===== src/rtl/assert_macros.svh =====
// ----------------------------------------------------------------------------
// assert_macros.svh
// concurrent assertion macros shared by the rtl, removable with ASSERT_OFF
// ----------------------------------------------------------------------------
`ifndef ASSERT_MACROS_SVH
`define ASSERT_MACROS_SVH

`ifndef ASSERT_OFF

// property that must hold at every clock edge outside reset
`define ASSERT_ALWAYS(label, clk, rst_n, prop) \
    label: assert property (@(posedge clk) disable iff (!rst_n) (prop)) \
        else $error("concurrent assertion failed");

// implication checked at every clock edge outside reset
`define ASSERT_IMPLY(label, clk, rst_n, ante, cons) \
    label: assert property (@(posedge clk) disable iff (!rst_n) (ante) |-> (cons)) \
        else $error("concurrent implication failed");

`else

`define ASSERT_ALWAYS(label, clk, rst_n, prop)
`define ASSERT_IMPLY(label, clk, rst_n, ante, cons)

`endif

`endif


===== src/rtl/hsv2rgb_pkg.sv =====
// ----------------------------------------------------------------------------
// hsv2rgb_pkg
// types, constants and helper functions of the hsv to rgb pipeline
// ----------------------------------------------------------------------------
package hsv2rgb_pkg;

    // field widths
    localparam int HUE_W  = 12;
    localparam int SAT_W  = 12;
    localparam int VAL_W  = 11;
    localparam int CHAN_W = 8;

    // internal widths
    localparam int S_W    = 11;  // clamped saturation, 0..1024
    localparam int E_W    = 10;  // position in sector, 0..600
    localparam int VS_W   = 18;  // 255 * v
    localparam int NUM_W  = 20;  // ramp numerator, 0..614400
    localparam int X_W    = 15;  // ramp product scaled by 2^-23
    localparam int RCP_W  = 16;  // reciprocal of 75

    localparam logic [HUE_W-1:0]  HUE_TURN   = 12'd3600;
    localparam logic [E_W-1:0]    HUE_SECTOR = 10'd600;
    localparam logic [S_W-1:0]    Q_ONE      = 11'd1024;
    localparam logic [NUM_W-1:0]  NUM_FULL   = 20'd614400;
    // floor(x / 75) == (x * RECIP_75) >> 22 for x < 2^15
    localparam logic [RCP_W-1:0]  RECIP_75   = 16'd55925;
    localparam logic [CHAN_W-1:0] CHAN_MAX   = 8'd255;

    // sector code, named by the channel at maximum and the ramping channel
    typedef enum logic [2:0] {
        SECT_R_GUP = 3'd0,
        SECT_G_RDN = 3'd1,
        SECT_G_BUP = 3'd2,
        SECT_B_GDN = 3'd3,
        SECT_B_RUP = 3'd4,
        SECT_R_BDN = 3'd5
    } t_sector;

    // stage 2 payload: sector, position, saturation and value
    typedef struct packed {
        t_sector          sector;
        logic [E_W-1:0]   e;
        logic [S_W-1:0]   sat;
        logic [S_W-1:0]   val;
    } t_s2;

    // stage 4 payload: channel levels before the final divide
    typedef struct packed {
        t_sector           sector;
        logic [CHAN_W-1:0] hi;
        logic [CHAN_W-1:0] lo;
        logic [X_W-1:0]    x;
    } t_s4;

    // sector lookup over the wrapped hue
    function automatic t_sector sector_of(input logic [HUE_W-1:0] h);
        t_sector sec;
        if (h >= 12'd3000) begin
            sec = SECT_R_BDN;
        end else if (h >= 12'd2400) begin
            sec = SECT_B_RUP;
        end else if (h >= 12'd1800) begin
            sec = SECT_B_GDN;
        end else if (h >= 12'd1200) begin
            sec = SECT_G_BUP;
        end else if (h >= 12'd600) begin
            sec = SECT_G_RDN;
        end else begin
            sec = SECT_R_GUP;
        end
        return sec;
    endfunction

    // hue at the start of a sector
    function automatic logic [HUE_W-1:0] sector_base(input t_sector sec);
        logic [HUE_W-1:0] base;
        case (sec)
            SECT_R_GUP: base = 12'd0;
            SECT_G_RDN: base = 12'd600;
            SECT_G_BUP: base = 12'd1200;
            SECT_B_GDN: base = 12'd1800;
            SECT_B_RUP: base = 12'd2400;
            SECT_R_BDN: base = 12'd3000;
            default:    base = 12'd0;
        endcase
        return base;
    endfunction

    // sectors where the ramping channel falls with hue
    function automatic logic sector_falls(input t_sector sec);
        logic falls;
        case (sec)
            SECT_G_RDN: falls = 1'b1;
            SECT_B_GDN: falls = 1'b1;
            SECT_R_BDN: falls = 1'b1;
            default:    falls = 1'b0;
        endcase
        return falls;
    endfunction

endpackage


===== src/rtl/hsv2rgb_prep.sv =====
// ----------------------------------------------------------------------------
// hsv2rgb_prep
// stages 1 and 2: hue wrap and clamps, then sector and position in sector
// ----------------------------------------------------------------------------
module hsv2rgb_prep (
    input  logic                               i_clk,
    input  logic                               i_rst_n,
    input  logic                               i_valid,
    input  logic [hsv2rgb_pkg::HUE_W-1:0]      i_hue_tenths,
    input  logic signed [hsv2rgb_pkg::SAT_W-1:0] i_saturation,
    input  logic [hsv2rgb_pkg::VAL_W-1:0]      i_brightness,
    output logic                               o_valid,
    output hsv2rgb_pkg::t_s2                   o_data
);

    logic                            r_v1;
    logic [hsv2rgb_pkg::HUE_W-1:0]   r_hue, n_hue;
    logic [hsv2rgb_pkg::S_W-1:0]     r_sat1, n_sat1;
    logic [hsv2rgb_pkg::S_W-1:0]     r_val1, n_val1;
    logic                            r_v2;
    hsv2rgb_pkg::t_s2                r_s2, n_s2;
    logic [hsv2rgb_pkg::HUE_W-1:0]   f_full;

    // wrap hue once and clamp saturation and value
    always_comb begin
        if (i_hue_tenths >= hsv2rgb_pkg::HUE_TURN) begin
            n_hue = i_hue_tenths - hsv2rgb_pkg::HUE_TURN;
        end else begin
            n_hue = i_hue_tenths;
        end
        if (i_saturation[hsv2rgb_pkg::SAT_W-1]) begin
            n_sat1 = '0;
        end else if (i_saturation[hsv2rgb_pkg::S_W-1:0] > hsv2rgb_pkg::Q_ONE) begin
            n_sat1 = hsv2rgb_pkg::Q_ONE;
        end else begin
            n_sat1 = i_saturation[hsv2rgb_pkg::S_W-1:0];
        end
        if (i_brightness > hsv2rgb_pkg::Q_ONE) begin
            n_val1 = hsv2rgb_pkg::Q_ONE;
        end else begin
            n_val1 = i_brightness;
        end
    end

    // sector, offset in sector, mirrored for falling sectors
    always_comb begin
        n_s2.sector = hsv2rgb_pkg::sector_of(r_hue);
        f_full      = r_hue - hsv2rgb_pkg::sector_base(n_s2.sector);
        if (hsv2rgb_pkg::sector_falls(n_s2.sector)) begin
            n_s2.e = hsv2rgb_pkg::HUE_SECTOR - f_full[hsv2rgb_pkg::E_W-1:0];
        end else begin
            n_s2.e = f_full[hsv2rgb_pkg::E_W-1:0];
        end
        n_s2.sat = r_sat1;
        n_s2.val = r_val1;
    end

    // stage valid bits
    always_ff @(posedge i_clk) begin
        if (!i_rst_n) begin
            r_v1 <= 1'b0;
            r_v2 <= 1'b0;
        end else begin
            r_v1 <= i_valid;
            r_v2 <= r_v1;
        end
    end

    // stage payload
    always_ff @(posedge i_clk) begin
        r_hue  <= n_hue;
        r_sat1 <= n_sat1;
        r_val1 <= n_val1;
        r_s2   <= n_s2;
    end

    assign o_valid = r_v2;
    assign o_data  = r_s2;

endmodule


===== src/rtl/hsv2rgb_mult.sv =====
// ----------------------------------------------------------------------------
// hsv2rgb_mult
// stages 3 and 4: scaled value and ramp numerator, then channel products
// ----------------------------------------------------------------------------
module hsv2rgb_mult (
    input  logic             i_clk,
    input  logic             i_rst_n,
    input  logic             i_valid,
    input  hsv2rgb_pkg::t_s2 i_data,
    output logic             o_valid,
    output hsv2rgb_pkg::t_s4 o_data
);

    localparam int T_W   = hsv2rgb_pkg::S_W + hsv2rgb_pkg::E_W;
    localparam int LO_W  = hsv2rgb_pkg::VS_W + hsv2rgb_pkg::S_W;
    localparam int MID_W = hsv2rgb_pkg::VS_W + hsv2rgb_pkg::NUM_W;

    logic                              r_v3;
    hsv2rgb_pkg::t_sector              r_sec3;
    logic [hsv2rgb_pkg::VS_W-1:0]      r_vs, n_vs;
    logic [hsv2rgb_pkg::NUM_W-1:0]     r_num, n_num;
    logic [hsv2rgb_pkg::S_W-1:0]       r_oms, n_oms;
    logic [hsv2rgb_pkg::VS_W:0]        vs_full;
    logic [hsv2rgb_pkg::E_W-1:0]       span;
    logic [T_W-1:0]                    t_prod;
    logic [LO_W-1:0]                   lo_prod;
    logic [MID_W-1:0]                  mid_prod;
    logic                              r_v4;
    hsv2rgb_pkg::t_s4                  r_s4, n_s4;

    // 255*v, saturation times distance to sector end, 1 - s
    always_comb begin
        vs_full = {i_data.val, 8'b0} - {8'b0, i_data.val};
        n_vs    = vs_full[hsv2rgb_pkg::VS_W-1:0];
        span    = hsv2rgb_pkg::HUE_SECTOR - i_data.e;
        t_prod  = {{hsv2rgb_pkg::E_W{1'b0}}, i_data.sat}
                * {{hsv2rgb_pkg::S_W{1'b0}}, span};
        n_num   = hsv2rgb_pkg::NUM_FULL - t_prod[hsv2rgb_pkg::NUM_W-1:0];
        n_oms   = hsv2rgb_pkg::Q_ONE - i_data.sat;
    end

    // max, min and scaled ramp product
    always_comb begin
        lo_prod     = {{hsv2rgb_pkg::S_W{1'b0}}, r_vs}
                    * {{hsv2rgb_pkg::VS_W{1'b0}}, r_oms};
        mid_prod    = {{hsv2rgb_pkg::NUM_W{1'b0}}, r_vs}
                    * {{hsv2rgb_pkg::VS_W{1'b0}}, r_num};
        n_s4.sector = r_sec3;
        n_s4.hi     = r_vs[hsv2rgb_pkg::VS_W-1:10];
        n_s4.lo     = lo_prod[27:20];
        n_s4.x      = mid_prod[MID_W-1:23];
    end

    // stage valid bits
    always_ff @(posedge i_clk) begin
        if (!i_rst_n) begin
            r_v3 <= 1'b0;
            r_v4 <= 1'b0;
        end else begin
            r_v3 <= i_valid;
            r_v4 <= r_v3;
        end
    end

    // stage payload
    always_ff @(posedge i_clk) begin
        r_sec3 <= i_data.sector;
        r_vs   <= n_vs;
        r_num  <= n_num;
        r_oms  <= n_oms;
        r_s4   <= n_s4;
    end

    assign o_valid = r_v4;
    assign o_data  = r_s4;

endmodule


===== src/rtl/hsv2rgb_out.sv =====
// ----------------------------------------------------------------------------
// hsv2rgb_out
// stage 5: ramp divide by 75 through a reciprocal, channel routing by sector
// ----------------------------------------------------------------------------
module hsv2rgb_out (
    input  logic                               i_clk,
    input  logic                               i_rst_n,
    input  logic                               i_valid,
    input  hsv2rgb_pkg::t_s4                   i_data,
    output logic                               o_valid,
    output logic [hsv2rgb_pkg::CHAN_W-1:0]     o_red,
    output logic [hsv2rgb_pkg::CHAN_W-1:0]     o_green,
    output logic [hsv2rgb_pkg::CHAN_W-1:0]     o_blue
);

    localparam int Y_W = hsv2rgb_pkg::X_W + hsv2rgb_pkg::RCP_W;

    logic [Y_W-1:0]                    y_prod;
    logic [hsv2rgb_pkg::CHAN_W-1:0]    mid;
    logic                              r_v5;
    logic [hsv2rgb_pkg::CHAN_W-1:0]    r_red, n_red;
    logic [hsv2rgb_pkg::CHAN_W-1:0]    r_green, n_green;
    logic [hsv2rgb_pkg::CHAN_W-1:0]    r_blue, n_blue;

    // ramp channel: floor(x / 75)
    always_comb begin
        y_prod = {{hsv2rgb_pkg::RCP_W{1'b0}}, i_data.x}
               * {{hsv2rgb_pkg::X_W{1'b0}}, hsv2rgb_pkg::RECIP_75};
        mid    = y_prod[29:22];
    end

    // route max, min and ramp to the channels
    always_comb begin
        case (i_data.sector)
            hsv2rgb_pkg::SECT_R_GUP: begin
                n_red = i_data.hi; n_green = mid;       n_blue = i_data.lo;
            end
            hsv2rgb_pkg::SECT_G_RDN: begin
                n_red = mid;       n_green = i_data.hi; n_blue = i_data.lo;
            end
            hsv2rgb_pkg::SECT_G_BUP: begin
                n_red = i_data.lo; n_green = i_data.hi; n_blue = mid;
            end
            hsv2rgb_pkg::SECT_B_GDN: begin
                n_red = i_data.lo; n_green = mid;       n_blue = i_data.hi;
            end
            hsv2rgb_pkg::SECT_B_RUP: begin
                n_red = mid;       n_green = i_data.lo; n_blue = i_data.hi;
            end
            default: begin
                n_red = i_data.hi; n_green = i_data.lo; n_blue = mid;
            end
        endcase
    end

    // result strobe
    always_ff @(posedge i_clk) begin
        if (!i_rst_n) begin
            r_v5 <= 1'b0;
        end else begin
            r_v5 <= i_valid;
        end
    end

    // result registers
    always_ff @(posedge i_clk) begin
        r_red   <= n_red;
        r_green <= n_green;
        r_blue  <= n_blue;
    end

    assign o_valid = r_v5;
    assign o_red   = r_red;
    assign o_green = r_green;
    assign o_blue  = r_blue;

endmodule


===== src/rtl/hsv_to_rgb_converter_unit.sv =====
// ----------------------------------------------------------------------------
// hsv_to_rgb_converter_unit
// fixed-point hsv to 8-bit rgb conversion, one transaction per clock
// ----------------------------------------------------------------------------
// A transaction is taken at every clock edge where start is high; busy stays
// low, so one hue/saturation/value triple can enter in every cycle. Each
// result appears on o_red, o_green and o_blue with o_valid high for exactly
// one cycle, in input order, after it has passed the five register stages
// (clamp, sector, product set-up, channel products, divide and routing). The
// receiver cannot stall the pipeline and must take every result in the cycle
// it is shown. Hue beyond one turn wraps once, saturation is clamped to
// 0..1.0 and brightness to 1.0.
// ----------------------------------------------------------------------------
`include "assert_macros.svh"

module hsv_to_rgb_converter_unit (
    input  logic                                  i_clk,
    input  logic                                  i_rst_n,
    input  logic                                  start,
    output logic                                  busy,
    input  logic [hsv2rgb_pkg::HUE_W-1:0]         i_hue_tenths,
    input  logic signed [hsv2rgb_pkg::SAT_W-1:0]  i_saturation,
    input  logic [hsv2rgb_pkg::VAL_W-1:0]         i_brightness,
    output logic                                  o_valid,
    output logic [hsv2rgb_pkg::CHAN_W-1:0]        o_red,
    output logic [hsv2rgb_pkg::CHAN_W-1:0]        o_green,
    output logic [hsv2rgb_pkg::CHAN_W-1:0]        o_blue
);

    logic             accept;
    logic             s2_valid;
    hsv2rgb_pkg::t_s2 s2_data;
    logic             s4_valid;
    hsv2rgb_pkg::t_s4 s4_data;

    // the pipeline never stalls
    assign busy   = 1'b0;
    assign accept = start && !busy;

    // clamp and sector stages
    hsv2rgb_prep u_prep (
        .i_clk        (i_clk),
        .i_rst_n      (i_rst_n),
        .i_valid      (accept),
        .i_hue_tenths (i_hue_tenths),
        .i_saturation (i_saturation),
        .i_brightness (i_brightness),
        .o_valid      (s2_valid),
        .o_data       (s2_data)
    );

    // multiply stages
    hsv2rgb_mult u_mult (
        .i_clk   (i_clk),
        .i_rst_n (i_rst_n),
        .i_valid (s2_valid),
        .i_data  (s2_data),
        .o_valid (s4_valid),
        .o_data  (s4_data)
    );

    // divide and routing stage
    hsv2rgb_out u_out (
        .i_clk   (i_clk),
        .i_rst_n (i_rst_n),
        .i_valid (s4_valid),
        .i_data  (s4_data),
        .o_valid (o_valid),
        .o_red   (o_red),
        .o_green (o_green),
        .o_blue  (o_blue)
    );

    // every accepted transaction, and nothing else, comes out unless reset cuts in
    `ASSERT_ALWAYS(a_latency, i_clk, i_rst_n, o_valid == ($past(accept, 5) && $past(i_rst_n, 5) && $past(i_rst_n, 4) && $past(i_rst_n, 3) && $past(i_rst_n, 2) && $past(i_rst_n, 1)))

    // zero or negative saturation gives grey
    `ASSERT_IMPLY(a_grey, i_clk, i_rst_n, o_valid && $past(accept && (i_saturation <= 0), 5), (o_red == o_green) && (o_green == o_blue))

    // full saturation and brightness span the whole channel range
    `ASSERT_IMPLY(a_full_span, i_clk, i_rst_n, o_valid && $past(accept && (i_saturation >= 1024) && (i_brightness >= 1024), 5), ((o_red == hsv2rgb_pkg::CHAN_MAX) || (o_green == hsv2rgb_pkg::CHAN_MAX) || (o_blue == hsv2rgb_pkg::CHAN_MAX)) && ((o_red == 0) || (o_green == 0) || (o_blue == 0)))

endmodule


===== config.mk =====
export PLATFORM = sky130hd
export DESIGN_NAME = hsv_to_rgb_converter_unit
export DESIGN_NICKNAME = d
export VERILOG_FILES = /design/src/rtl/hsv2rgb_pkg.sv /design/src/rtl/hsv2rgb_prep.sv /design/src/rtl/hsv2rgb_mult.sv /design/src/rtl/hsv2rgb_out.sv /design/src/rtl/hsv_to_rgb_converter_unit.sv
export VERILOG_INCLUDE_DIRS = /design/src /design/src/rtl
export SDC_FILE = /design/constraint.sdc
export NUM_CORES = 2
export LEC_CHECK = 0
export BUFFER_PORTS_ARGS = -buffer_cell sky130_fd_sc_hd__buf_2
export CAP_MARGIN = 25
export CORE_ASPECT_RATIO = 0.9
export CORE_MARGIN = 2
export CORE_UTILIZATION = 53
export CTS_CLUSTER_SIZE = 24
export DETAILED_ROUTE_END_ITERATION = 7
export PLACE_DENSITY = 0.69
export REMOVE_ABC_BUFFERS = 1
export SLEW_MARGIN = 0
export SYNTH_ARGS = -nofsm -noshare
export SYNTH_HDL_FRONTEND = slang
export SYNTH_SLANG_ARGS = --single-unit

===== constraint.sdc =====
create_clock -name i_clk -period 14.5 [get_ports i_clk]
set_input_delay 0 -clock i_clk [delete_from_list [all_inputs] [get_ports i_clk]]
set_output_delay 0 -clock i_clk [all_outputs]
set_load 0.02 [all_outputs]

* After elaboration in Yosys (flattened, before gate mapping)
Cells that the tools add are included.
** Cells by class
- Add/subtract/negate cells :: 7
- Multiply operators :: 4
- Order comparisons :: 8
- Eq/ne operators :: 9
- Multiplexer cells :: 13
- Reduce and logical (&&, ||, !) cells :: 9
** Operators by type and width (number)
- case mux 10 bit (5 select lines) :: 1
- case mux 8 bit (2 select lines) :: 3
- multiplier 18 x 20 -> 38 bit :: 1
- >= comparator 12 bit (second input constant) :: 3
- multiplier 15 x 16 -> 30 bit (second input constant) :: 1
- multiplier 18 x 11 -> 28 bit :: 1
- >= comparator 12 x 11 -> 1 bit (second input constant) :: 2
- greater-than comparator 11 bit (second input constant) :: 2
- multiplier 11 x 10 -> 20 bit :: 1
- subtractor 10 bit (first input constant) :: 2
- subtractor 20 bit (first input constant) :: 1
- subtractor 18 x 11 -> 18 bit :: 1
- OR reduction 2 bit :: 7
- == test 3 x 2 -> 1 bit (second input constant) :: 4
- >= comparator 12 x 10 -> 1 bit (second input constant) :: 1
- 2-to-1 mux 12 bit :: 1
- 2-to-1 mux 3 bit :: 4
- subtractor 12 bit (second input constant) :: 1
- 2-to-1 mux 11 bit :: 1
- subtractor 11 bit (first input constant) :: 1
- 2-to-1 mux 10 bit :: 1
- subtractor 10 bit :: 1
- == test 3 bit (second input constant) :: 3
- == test 3 x 1 -> 1 bit (second input constant) :: 2
- other kinds (3) :: 4
** Word-level totals
- Register bits after elaboration :: 184
- Input bits :: 38
- Output and inout bits :: 26

* Longest topological paths before layout
- Depth in word-level cells :: 11
- Depth in mapped cells :: 27
- Depth with buffers taken out :: 25

* Modules after synthesis
Synthesis repeated with hierarchy kept, for this count alone.
** Second synthesis, totals
- Cell total of the unflattened synthesis :: 3409
- Area total of the unflattened synthesis :: 31121.1 sq um
** Modules (own cells, without submodules)
- hsv2rgb_mult :: instances 1, cells an instance 2651, area an instance 23284.8 sq um, sequential area each 1761.7 sq um
- hsv2rgb_out :: instances 1, cells an instance 541, area an instance 5370.2 sq um, sequential area each 500.5 sq um
- hsv2rgb_prep :: instances 1, cells an instance 215, area an instance 2454.9 sq um, sequential area each 1421.4 sq um
- hsv_to_rgb_converter_unit :: instances 1, cells an instance 2, area an instance 11.3 sq um, sequential area each 0.0 sq um

* Worst setup path before layout
Ideal clock, no wire load.
- Path type :: reg-to-reg
- Start :: register u_mult.r_s4, in the netlist u_mult.o_data[9]
- End :: register u_out.r_red, in the netlist u_out.o_red[5]
- Library setup time :: 0.122 ns
- Data arrival time :: 6.139 ns
- Setup slack :: 8.239 ns
- Stages on the path, launching flop included :: 24
- Buffers on the path :: 0
- Period minus slack after synthesis :: 6.261 ns
- Path through :: dfxtp_1 > inv_1 > fa_1 > inv_1 > fa_1 > inv_1 > fa_1 > fa_1 > inv_1 > fa_1 > inv_1 > fa_1 > inv_1 > ha_1 > a21o_1 > a221o_1 > a21oi_1 > a2111oi_2 > o31ai_4 > a21boi_1 > o211ai_1 > nand2_1 > xor2_1 > a221o_1
** Between the ends
- Cells in the longest elaborated chain, start to end :: 2
** Ends and longest elaborated chain
- start, declared :: line hsv2rgb_mult.sv:29 : hsv2rgb_pkg::t_s4 r_s4, n_s4;
- start signal, assigned :: line hsv2rgb_mult.sv:71 : r_s4 <= n_s4;
- multiplier 15 x 16 -> 30 bit :: line hsv2rgb_out.sv:28 : * {{hsv2rgb_pkg::X_W{1'b0}}, hsv2rgb_pkg::RECIP_75};
- case mux 8 bit (2 select lines) :: line hsv2rgb_out.sv:34 : case (i_data.sector)
- net u_out.n_red (one bit) :: line hsv2rgb_out.sv:21 : logic [hsv2rgb_pkg::CHAN_W-1:0] r_red, n_red;
- end signal, assigned :: line hsv2rgb_out.sv:67 : r_red <= n_red;
- end, declared :: line hsv2rgb_out.sv:21
The timed path passes the listed nets, and every way through them passes these cells.
A chain may end at the register's enable or synchronous reset.

* Final worst setup path
- Start :: register u_mult.r_vs[13] (netlist name)
- End :: register u_mult.r_s4, in the netlist u_mult.o_data[11]
** Between the ends
- Cells in the longest elaborated chain, start to end :: 1
** Ends and longest elaborated chain
- start, declared :: line hsv2rgb_mult.sv:20 : logic [hsv2rgb_pkg::VS_W-1:0] r_vs, n_vs;
- start signal, assigned :: line hsv2rgb_mult.sv:68 : r_vs <= n_vs;
- multiplier 18 x 20 -> 38 bit :: line hsv2rgb_mult.sv:47 : * {{hsv2rgb_pkg::VS_W{1'b0}}, r_num};
- net u_mult.mid_prod[34] :: line hsv2rgb_mult.sv:27 : logic [MID_W-1:0] mid_prod;
The timed path passes the listed nets, and every way through them passes these cells.

==> flow_metrics.env <==
export IMPL_io_pins=64
export IMPL_cts_sinks=184
export IMPL_slew_headroom_pct=32.78
export IMPL_status="complete, no violations"
export IMPL_num_rows=83
export IMPL_synth_most_common_cell="inv_1"
export IMPL_finalHoldViolations=0
export IMPL_drc=0
export IMPL_hold_class="in -> reg"
export IMPL_required_ps=14840
export IMPL_grt_max_degree=42
export IMPL_crit_start="u_mult.r_vs[13]"
export IMPL_start_util_pct=53.53
export IMPL_crit_slowest_cell="dfxtp_1"
export IMPL_hpwl_mm=51.60
export IMPL_grt_util_all_layers_pct=23.36
export IMPL_period_minus_slack_ps=7170
export IMPL_finalNonFillerCells=4146
export IMPL_ys_seq_elements=184
export IMPL_syn_cell_area_um2=30460
export IMPL_drtIter0Drc=1155
export IMPL_tightest_slew_ps=1007
export IMPL_dp_worst_setup_slack_ps=7494
export IMPL_wl_mm=65.58
export IMPL_cts_buffers=17
export IMPL_area_growth_pct=7.327
export IMPL_htree_levels=4
export IMPL_arrival_ps=7510
export IMPL_drive_gt1_share_pct=4.170
export IMPL_fin_ws_ps=7330
export IMPL_setup_tns_ps=0
export IMPL_first_pass_iters=5
export IMPL_antenna_cells=0
export IMPL_cts_resized=0
export IMPL_clk_pin_slew_worst_paths_ps=70
export IMPL_synth_top_cells_by_area="fa_1 (39%), ha_1 (15%), dfxtp_1 (12%), inv_1 (9.6%), nand2_1 (6.0%)"
export IMPL_reg2reg_from="u_mult.r_vs[13]"
export IMPL_clk_latency_ps=470
export IMPL_place_congestion=0.8912
export IMPL_synth_edf_count=0
export IMPL_rsz0062_at_grt="false"
export IMPL_clk_path_buf_depth=2
export IMPL_die_area_um2=59410
export IMPL_synth_ff_type="dfxtp_1"
export IMPL_cts_tree="done"
export IMPL_final_max_slew_viol_count=0
export IMPL_design_core_area_um2=56910
export IMPL_vias=21300
export IMPL_timing_fmax_mhz=139.5
export IMPL_clockRootBuffer="clkbuf_16"
export IMPL_io_buffers=62
export IMPL_crit_path_end_kind="register"
export IMPL_cts_setup_buffers=0
export IMPL_async_reset_ff_share_pct=0
export IMPL_synthCells=3336
export IMPL_utilization_pct=57.45
export IMPL_synth_warnings=0
export IMPL_yosysTopAreaCellShare_pct=38.90
export IMPL_avgSynthCellArea_um2=9.132
export IMPL_antenna_found_initial=1
export IMPL_grt_pass1_wl_mm=111.3
export IMPL_die_w_um=256.7
export IMPL_yosysSeqAreaShare_pct=12.09
export IMPL_setup_viol=0
export IMPL_period_share_pct=49.45
export IMPL_wl_per_cell_um=15.82
export IMPL_path_class="reg -> reg"
export IMPL_fp_dieH_um=231.4
export IMPL_dp_cells=4055
export IMPL_avgViaCountPerCell=5.138
export IMPL_timing_critical_path_buf_inv=4
export IMPL_worstSetupStartpointType="register"
export IMPL_critPathMaxStageDelay_ps=780
export IMPL_cp_top_family="adder cells"
export IMPL_ys_top_cells_by_count="inv_1 (778), fa_1 (592), nand2_1 (489)"
export IMPL_min_from="i_hue_tenths[1]"
export IMPL_nFillCells=5087
export IMPL_path_max_fanout=23
export IMPL_yosys_cell_types_count=69
export IMPL_cp_cell_sequence="buf_4 > nand2_1 > fa_1 > inv_1 > fa_1 > fa_1 > fa_1 > fa_1 > inv_1 > fa_1 > inv_1 > ha_1 > nand3_1 > nor3_1 > o211ai_1 > a21oi_1 > o21ai_0 > a21oi_1 > o21ai_0 > nor3_1 > a2111oi_0 > xnor2_1"
export IMPL_postRouteAntennaNets=0
export IMPL_drv_cap=0
export IMPL_worst_path_most_repeated_cell="fa_1"
export IMPL_grt_pass1_vias=22470
export IMPL_skew_ps=18.21
export IMPL_finalNetCount=4358
export IMPL_gr_total_overflow=0
export IMPL_synth_area_leader_cell="fa_1"
==> logic make-up after synthesis <==
| family | count (synthesis) | synth area share, % |
|---|---|---|
| XOR/XNOR | 101 | 2.904 |
| adder cells (fa/ha/maj) | 952 | 53.69 |
| multiplexers | 12 | 0.4025 |
| AND/OR/NAND/NOR | 933 | 14.45 |
| flip-flops | 184 | 12.09 |
| buffers and inverters | 923 | 11.39 |
| other | 1 | 0.01231 |
| AO/OA/AOI/OAI | 230 | 5.068 |
==> flip-flops by register name (all words and copies together), names as in the netlist, 3 cells and up <==
register / flops
u_mult.o_data: 34
u_prep.r_sat1: 11
u_out.o_blue: 8
u_out.o_red: 8
u_mult.r_num: 20
u_prep.r_val1: 11
u_mult.r_vs: 18
u_mult.r_oms: 11
u_out.o_green: 8
u_prep.o_data: 35
u_prep.r_hue: 12
u_mult.r_sec3: 3
==> layer usage <==
| layer | track usage (%) | share of wire, % |
|---|---|---|
| met1 | 31.82 | 45 |
| met2 | 38.90 | 48 |
| met3 | 3.806 | 5.7 |
| met4 | 6.195 | 1.8 |
| met5 | 0 | 0.020 |
==> worst register-to-register path, cell delays in order (launching register included) <==
cell,delay [ps]
dfxtp_1,780
buf_4,430
nand2_1,120
fa_1,550
inv_1,60
fa_1,560
fa_1,460
fa_1,490
fa_1,500
inv_1,50
fa_1,470
inv_1,40
ha_1,300
nand3_1,130
nor3_1,210
o211ai_1,150
a21oi_1,300
o21ai_0,230
a21oi_1,500
o21ai_0,270
nor3_1,210
a2111oi_0,100
xnor2_1,150
==> worst paths after layout <==
check / to / slack, ps / depth (start not counted)
min reg2reg: u_mult.r_sec3[2] / 320 / 0
max: u_mult.o_data[11] / 7330 / 22
min: u_prep.r_hue[1] / 180 / 2
max reg2reg: u_mult.o_data[11] / 7330 / 22
==> placed cells by master, fill, tap and decap left out, types with 4 or more instances in the layout <==
cell type / instances
buf_2: 62
xnor2_1: 74
a221oi_1: 4
o21ai_0: 39
nor4_1: 11
fa_1: 592
o22ai_1: 10
and2_1: 247
o211ai_1: 9
inv_6: 4
a21oi_1: 64
o2111ai_1: 5
dfxtp_1: 184
and3_1: 5
buf_4: 31
a211oi_1: 7
nor3_1: 31
or3_1: 11
a21o_1: 21
nand4_1: 7
a31oi_1: 7
nand2b_1: 5
inv_1: 778
nor2_1: 68
nand2_1: 489
dlygate4sd3_1: 59
mux2i_1: 10
ha_1: 360
o21bai_1: 4
clkbuf_16: 17
nor2b_1: 25
o21a_1: 14
xor2_1: 27
nand3_1: 21
==> through the flow <==
step | cell area, um2 | hold slack, ps
after floorplan | 29920 | 27.72
after global placement | 31420 | 119.9
after detailed placement | 31520 | 121.6
after CTS | 32700 | 149.7
after global routing | 32700 | 184.0
final | 32700 | 179.3
==> cell type report <==
type	instances	area (um2)	share of cell area [%]
Timing Repair Buffer	156	1227	3.754
Clock buffer	20	456.7	1.397
Clock inverter	12	131.4	0.4018
Inverter	780	2928	8.955
Tap cell	765	957.2	2.928
Multi-Input combinational cell	2229	23310	71.30
Sequential cell	184	3684	11.27
==> repair_timing <==
item,4_1_cts,5_1_grt
hold buffers,59,0
endpoints found under the setup margin,0,0
endpoints found under the hold margin,39,0
Power is not shown: default switching activity piles up to over one toggle a cycle in this logic, so the estimate is an artifact.
